--- config.mk ---
export PLATFORM = sky130hd
export DESIGN_NAME = reliable_datagram_ack_window
export DESIGN_NICKNAME = d
export VERILOG_FILES = /design/src/rtl/rdaw_pkg.sv /design/src/rtl/rdaw_slot_mem.sv /design/src/rtl/rdaw_history.sv /design/src/rtl/reliable_datagram_ack_window.sv
export SDC_FILE = /design/constraint.sdc
export NUM_CORES = 2
export LEC_CHECK = 0
export BUFFER_PORTS_ARGS = -buffer_cell sky130_fd_sc_hd__buf_2
export CAP_MARGIN = 30
export CORE_ASPECT_RATIO = 1.1
export CORE_MARGIN = 4
export CORE_UTILIZATION = 33
export DETAILED_ROUTE_END_ITERATION = 8
export GPL_TIMING_DRIVEN = 1
export HOLD_SLACK_MARGIN = 0.12
export PLACE_DENSITY_LB_ADDON = 0.15
export SYNTH_ARGS = -nofsm -noshare
export SYNTH_HDL_FRONTEND = slang
export SYNTH_HIERARCHICAL = 1
export SYNTH_SLANG_ARGS = --single-unit
--- constraint.sdc ---
create_clock -name clk -period 12.7 [get_ports clk]
set_clock_uncertainty 0.2 [all_clocks]
set_input_delay 1.905 -clock clk [delete_from_list [all_inputs] [get_ports clk]]
set_output_delay 1.905 -clock clk [all_outputs]
set_load 0.02 [all_outputs]
--- src/rtl/rdaw_pkg.sv ---
// ----------------------------------------------------------------------------
// rdaw_pkg
// shared types and constants of the ack window tracker
// ----------------------------------------------------------------------------
package rdaw_pkg;
  localparam int WINDOW_SLOTS_DEF = 32;
  localparam int HIST_BITS = 32;
  localparam int IN_W = 104;
  localparam int OUT_W = 112;

  localparam logic [1:0] KIND_FREED = 2'd0;
  localparam logic [1:0] KIND_VERDICT = 2'd1;
  localparam logic [1:0] KIND_SENT = 2'd2;
  localparam logic [1:0] KIND_FULL = 2'd3;

  localparam logic CMD_RECV = 1'b0;
  localparam logic CMD_SEND = 1'b1;

  typedef struct packed {
    logic [1:0]  kind;
    logic [7:0]  freed_buffer;
    logic [31:0] round_trip;
    logic        is_new;
    logic [15:0] out_sequence;
    logic [15:0] out_ack;
    logic [31:0] out_ack_mask;
    logic        last;
  } result_t;
endpackage

--- src/rtl/rdaw_slot_mem.sv ---
// ----------------------------------------------------------------------------
// rdaw_slot_mem
// slot store: buffer index and send time, one write and one registered read
// ----------------------------------------------------------------------------
module rdaw_slot_mem #(
  parameter int ADDR_W = 5
) (
  input  logic              clk,
  input  logic              we,
  input  logic [ADDR_W-1:0] waddr,
  input  logic [39:0]       wdata,
  input  logic [ADDR_W-1:0] raddr,
  output logic [39:0]       rdata
);
  logic [39:0] mem [2**ADDR_W];

  always_ff @(posedge clk) begin
    if (we) begin
      mem[waddr] <= wdata;
    end
    rdata <= mem[raddr];
  end
endmodule

--- src/rtl/rdaw_history.sv ---
// ----------------------------------------------------------------------------
// rdaw_history
// received-sequence history and new/duplicate verdict
// ----------------------------------------------------------------------------
module rdaw_history (
  input  logic        clk,
  input  logic        rst,
  input  logic        upd,
  input  logic [15:0] seq,
  output logic        is_new,
  output logic [15:0] latest,
  output logic [31:0] history
);
  import rdaw_pkg::*;
  logic [15:0] d;
  logic [15:0] back;
  logic        fwd;
  logic [31:0] bit_b;

  always_comb begin
    d = seq - latest;
    back = 16'd0 - d;
    fwd = !d[15] && (d != 16'd0);
    bit_b = 32'd1 << back[4:0];
    bit_b = {bit_b[30:0], 1'b0} >> 1;
    bit_b = 32'd1 << (back[4:0] - 5'd1);
    if (fwd) begin
      is_new = 1'b1;
    end else if (d == 16'd0 || back >= 16'(HIST_BITS)) begin
      is_new = 1'b0;
    end else begin
      is_new = (history & bit_b) == 32'd0;
    end
  end

  always_ff @(posedge clk) begin
    if (rst) begin
      latest <= '0;
      history <= '0;
    end else if (upd) begin
      if (fwd) begin
        latest <= seq;
        if (d == 16'(HIST_BITS)) begin
          history <= 32'h8000_0000;
        end else if (d < 16'(HIST_BITS)) begin
          history <= (history << d[4:0]) | (32'd1 << (d[4:0] - 5'd1));
        end else begin
          history <= '0;
        end
      end else if (d != 16'd0 && back < 16'(HIST_BITS)) begin
        history <= history | bit_b;
      end
    end
  end
endmodule

--- src/rtl/reliable_datagram_ack_window.sv ---
// ----------------------------------------------------------------------------
// reliable_datagram_ack_window
// per-peer send window and receive history for sequenced datagrams
// ----------------------------------------------------------------------------
// One item at a time. A send gives one word. A receive walks the ack and its
// 32 mask bits through the slot memory, one per cycle, but each freed buffer
// holds the walk while its slot is read and its word is loaded into the output
// register, then advances the window start one slot per cycle (at most
// WINDOW_SLOTS slots), then gives its verdict; the item time is set by the
// single read port of the slot memory and the base walk. Results go out
// through an output register; each waits for m_axis_tready, and any stall
// there adds to the item time.
module reliable_datagram_ack_window #(
  parameter int WINDOW_SLOTS = rdaw_pkg::WINDOW_SLOTS_DEF
) (
  input  logic                         clk,
  input  logic                         rst,
  input  logic                         s_axis_tvalid,
  output logic                         s_axis_tready,
  // seq, ack, ack_mask, tx_buf, now
  input  logic [rdaw_pkg::IN_W-1:0]    s_axis_tdata,
  // cmd
  input  logic                         s_axis_tuser,
  output logic                         m_axis_tvalid,
  input  logic                         m_axis_tready,
  // freed_buffer, round_trip, is_new, out_sequence, out_ack, out_ack_mask
  output logic [rdaw_pkg::OUT_W-1:0]   m_axis_tdata,
  // kind
  output logic [1:0]                   m_axis_tuser,
  output logic                         m_axis_tlast
);
  import rdaw_pkg::*;

  localparam int AW = (WINDOW_SLOTS > 1) ? $clog2(WINDOW_SLOTS) : 1;

  typedef enum logic [2:0] {
    IDLE, ACK_RD, ACK_WAIT, BASE, VERDICT, EMIT
  } state_t;

  function automatic result_t make_word(logic [1:0] kind, logic [7:0] fb,
                                        logic [31:0] rt, logic nw, logic [15:0] os,
                                        logic [15:0] oa, logic [31:0] om, logic lst);
    result_t w;
    w.kind = kind;
    w.freed_buffer = fb;
    w.round_trip = rt;
    w.is_new = nw;
    w.out_sequence = os;
    w.out_ack = oa;
    w.out_ack_mask = om;
    w.last = lst;
    return w;
  endfunction

  state_t state;
  logic [15:0] seq, ack;
  logic [31:0] mask, now;
  logic [WINDOW_SLOTS-1:0] pending;
  logic [15:0] base, nls;
  logic [5:0] cnt;
  logic       p_v;
  logic [AW-1:0] p_slot;
  logic [AW-1:0] rd_slot;
  logic [39:0] rdata;
  logic       we;
  logic [AW-1:0] waddr;
  logic       h_new, h_upd;
  logic       load;
  logic [15:0] latest;
  logic [31:0] history;
  result_t    res;
  logic [AW:0] guard;

  logic [15:0] cur_s, cur_d;
  logic [AW-1:0] cur_slot, nls_slot, base_slot;
  logic cur_ok, full;

  always_comb begin
    cur_s = (cnt == 6'd0) ? ack : ack - 16'(cnt);
    cur_d = cur_s - base;
    cur_slot = AW'(cur_s % 16'(WINDOW_SLOTS));
    nls_slot = AW'(nls % 16'(WINDOW_SLOTS));
    base_slot = AW'(base % 16'(WINDOW_SLOTS));
    cur_ok = ((cnt == 6'd0) || mask[cnt[4:0] - 5'd1]) &&
             (cur_d < 16'(WINDOW_SLOTS)) && pending[cur_slot];
    full = pending[nls_slot] ||
           ((pending != '0) && ((nls - base) >= 16'(WINDOW_SLOTS)));
    // hold the read address on the hit slot until its word is loaded
    rd_slot = p_v ? p_slot : cur_slot;
    we = (state == IDLE) && s_axis_tvalid && s_axis_tready &&
         (s_axis_tuser == CMD_SEND) && !full;
    waddr = nls_slot;
    h_upd = (state == VERDICT) && !m_axis_tvalid;
    load = ((state == IDLE) && s_axis_tvalid && s_axis_tready &&
            (s_axis_tuser == CMD_SEND)) ||
           ((state == ACK_RD) && p_v && (!m_axis_tvalid || m_axis_tready)) ||
           h_upd;
  end

  rdaw_slot_mem #(.ADDR_W(AW)) u_mem (
    .clk(clk), .we(we), .waddr(waddr),
    .wdata({s_axis_tdata[71:64], s_axis_tdata[103:72]}),
    .raddr(rd_slot), .rdata(rdata)
  );

  rdaw_history u_hist (
    .clk(clk), .rst(rst), .upd(h_upd), .seq(seq),
    .is_new(h_new), .latest(latest), .history(history)
  );

  assign s_axis_tready = (state == IDLE) && !m_axis_tvalid;
  assign m_axis_tdata = {7'd0, res.out_ack_mask, res.out_ack, res.out_sequence, res.is_new,
                         res.round_trip, res.freed_buffer};
  assign m_axis_tuser = res.kind;
  assign m_axis_tlast = res.last;

  always_ff @(posedge clk) begin
    if (rst) begin
      state <= IDLE;
      pending <= '0;
      base <= '0;
      nls <= '0;
      m_axis_tvalid <= 1'b0;
      cnt <= '0;
      p_v <= 1'b0;
      guard <= '0;
    end else begin
      if (load) begin
        m_axis_tvalid <= 1'b1;
      end else if (m_axis_tvalid && m_axis_tready) begin
        m_axis_tvalid <= 1'b0;
      end
      case (state)
        IDLE: begin
          if (s_axis_tvalid && s_axis_tready) begin
            seq <= s_axis_tdata[15:0];
            ack <= s_axis_tdata[31:16];
            mask <= s_axis_tdata[63:32];
            now <= s_axis_tdata[103:72];
            if (s_axis_tuser == CMD_SEND) begin
              if (full) begin
                res <= make_word(KIND_FULL, 8'd0, 32'd0, 1'b0, 16'd0, 16'd0, 32'd0, 1'b1);
              end else begin
                res <= make_word(KIND_SENT, 8'd0, 32'd0, 1'b0, nls, latest, history, 1'b1);
                if (pending == '0) begin
                  base <= nls;
                end
                pending[nls_slot] <= 1'b1;
                nls <= nls + 16'd1;
              end
            end else begin
              cnt <= '0;
              p_v <= 1'b0;
              state <= ACK_RD;
            end
          end
        end
        ACK_RD: begin
          // p_v: a hit read last cycle, rdata now valid
          if (p_v) begin
            if (!m_axis_tvalid || m_axis_tready) begin
              res <= make_word(KIND_FREED, rdata[39:32], now - rdata[31:0], 1'b0,
                               16'd0, 16'd0, 32'd0, 1'b0);
              p_v <= 1'b0;
            end
          end else if (cnt == 6'd33) begin
            guard <= '0;
            state <= BASE;
          end else begin
            if (cur_ok) begin
              pending[cur_slot] <= 1'b0;
              p_v <= 1'b1;
              p_slot <= cur_slot;
            end
            cnt <= cnt + 6'd1;
          end
        end
        BASE: begin
          if (pending == '0) begin
            base <= nls;
            state <= VERDICT;
          end else if (pending[base_slot] || guard == (AW+1)'(WINDOW_SLOTS)) begin
            state <= VERDICT;
          end else begin
            base <= base + 16'd1;
            guard <= guard + 1'b1;
          end
        end
        VERDICT: begin
          if (!m_axis_tvalid) begin
            res <= make_word(KIND_VERDICT, 8'd0, 32'd0, h_new, 16'd0, 16'd0, 32'd0, 1'b1);
            state <= IDLE;
          end
        end
        default: state <= IDLE;
      endcase
    end
  end
endmodule

==> run metrics <==
Post-CTS Setup Bufs 0; hold violation count in the final report 0; Synth Instances about 5,100; Initial Util about a third; worst setup path category reg -> reg; first-pass GRT wire length approximately 310 mm; Primary FF master, synth edfxtp_1; HP Class reg -> reg; Worst Path Required around 13,000 ps; commonest non-fill, non-tap cell in the layout edfxtp_1; post-synth top area cell edfxtp_1; worst setup margin ~6000 ps; layout cells sized above 1 between 10% and 20%; max-cap violations 0; relative slew slack roughly a quarter; number of synthesis warnings 6; clk_lat worst skew approximately 800 ps; Worst-path clk slew 60 ps; clock tree sinks around 1,700; initial antenna violation count 3; Placer Congestion roughly 0.85; initial DRC count 3,788; fin. max-slew vios 0; PwrDens roughly 190 nW/µm²; leakage 0.0295 µW; total CTS buffers 185; vias per std cell ~5.3; post_cts resized 0; layout overhead on the synthesized area 14.3%; row count between 150 and 200; Layout Utilization 37.9%; IO Port Bufs 218; Seq/Total Area, Yosys ~66%; GRT Total Usage 18.7%; nets@finish around 5,600; CTS tree yes; Mapped Avg Cell Area ~14 µm²; most frequent cells in the layout edfxtp_1 (1,489), mux2i_1 (713), nand2_1 (305), a21oi_1 (302), buf_2 (219); die area between 200,000 and 250,000 µm²; H-tree levels 4; Max Freq approximately 0.15 GHz; vias in the first global route ~44,000; #FFs+latches synth ~1,700; top post-synthesis cells by area edfxtp_1 (62%), mux2i_1 (9.9%), dfxtp_1 (4.7%); DRC Markers 0; final period utilization roughly 53%; CP startpoint kind flip-flop; routed wire length about 220 mm; worst vdd ir 0.179 mV; total grt overflow 0; Final setup viols 0; Vias 44,232; Worst Setup End Kind flip-flop; Synth cell types 100; Max Buffers Root-to-Sink 3; Fin Setup TNS 0 ps; worst-margin pin slew between 1000 and 1500 ps; synthesized cell area just over 70,000 µm²; DRT Pass-1 Iters 8; Yosys top cell area share between 60% and 70%; Async SR Flop Fraction 0%; Top Ports about 230; unrepaired setup endpoints after global routing no; Placeable Area around 220,000 µm²; crit path time final about 6700 ps; largest net degree at the start of global routing ~120; dpl hpwl between 100 and 150 mm; Root Driver clkbuf_16; status finished clean; Power Total about 15,000 µW; Critical Path Fanout Max 21; pre-CTS setup slack just over 6000 ps; drt wl/cell 25.9 µm; number of synthesized flops with an enable pin about 1,500; Die Width ~450 µm; worst path arrival time slightly below 7000 ps; Chip Height ~500 µm; Post-DRT Antenna Nets 0; cts hold-fix bufs 0
registers in the layout (all words and copies together), names as in the netlist, 2 cells and up:
name            cells
u_mem/mem        1280
m_axis_tdata      105
u_mem/rdata        40
mask               32
now                32
pending            32
u_hist/history     32
ack                16
base               16
nls                16
seq                16
u_hist/latest      16
cnt                 6
guard               6
p_slot              5
state               3
m_axis_tuser        2
cells by family (layout without fill, tap and decap cells):
group / after synthesis / in the layout / synth area share (%)
other: 1 / 10 / 0.00518
adder cells (fa/ha/maj): 100 / 100 / 1.77
multiplexers: 761 / 761 / 11.1
AND/OR/NAND/NOR: 1127 / 1127 / 7.58
flip-flops: 1658 / 1658 / 66.5
AO/OA/AOI/OAI: 990 / 990 / 9.24
buffers and inverters: 409 / 779 / 2.76
XOR/XNOR: 80 / 80 / 1.06
routing by layer:
layer / global-route usage, % / vias to the layer above / part of all wire [%] / wire, µm
met5: 0 / - / 0 / 0
met4: 3.94 / 0 / 1.9 / 4200
li1: - / 20236 / - / -
met2: 32.4 / 1055 / 50 / 109000
met3: 2.41 / 256 / 4.0 / 8680
met1: 25.1 / 22685 / 44 / 96100
cell usage after synthesis, types with 85 or more instances:
cell,n
a22oi_1,142
dfxtp_1,169
inv_1,113
nand3_1,185
o21ai_0,124
clkbuf_1,157
nor3_1,85
mux2i_1,713
nand2_1,306
a22o_1,99
edfxtp_1,1489
a21oi_1,302
nor2_1,250
ha_1,96
critical path: stages (launching register included):
cell and delay [ps]:
dfxtp_1 850, inv_1 300, fa_1 470, nand2b_1 180, a21oi_1 190, nand2b_1 190, a221oi_1 110, nor4_1 320
o2111ai_1 280, o41ai_4 530, nand2_1 210, inv_1 100, buf_4 270, nand3b_1 640, nor2_4 890, buf_4 530
power by group:
group | internal [µW] | switching [µW] | total (µW)
clock | 3010 | 2230 | 5230
combinational | 1390 | 2660 | 4040
sequential | 6120 | 95.8 | 6220
final timing paths:
path | startpoint | to | slack [ps] | cells after the start
worst max-delay path | nls[1] | u_mem/mem[21][24] | 5990 | 15
worst min-delay path | u_hist/latest[5] | u_hist/latest[5] | 310 | 2
worst max register to register | nls[1] | u_mem/mem[21][24] | 5990 | 15
worst min register to register | u_hist/latest[5] | u_hist/latest[5] | 310 | 2
area by class of cell:
class | instances | area, µm²
fill | 20728 | 136000
sequential | 1658 | 48100
multi-input combinational | 3065 | 22700
clock buffer | 238 | 4940
tap | 2912 | 3640
timing repair buffer | 319 | 1940
clock inverter | 105 | 1010
inverter | 117 | 440
antenna | 3 | 7.51
stage by stage:
step	hold slack, ps	instances	cell area (µm²)
6_report	311	8417	82700
5_1_grt	345	8415	82700
3_5_place_dp	304	8070	76800
2_1_floorplan	274	5132	72400
4_1_cts	319	8413	82700
3_3_place_gp	292	8065	76700
(Power assumes the default switching activity.)
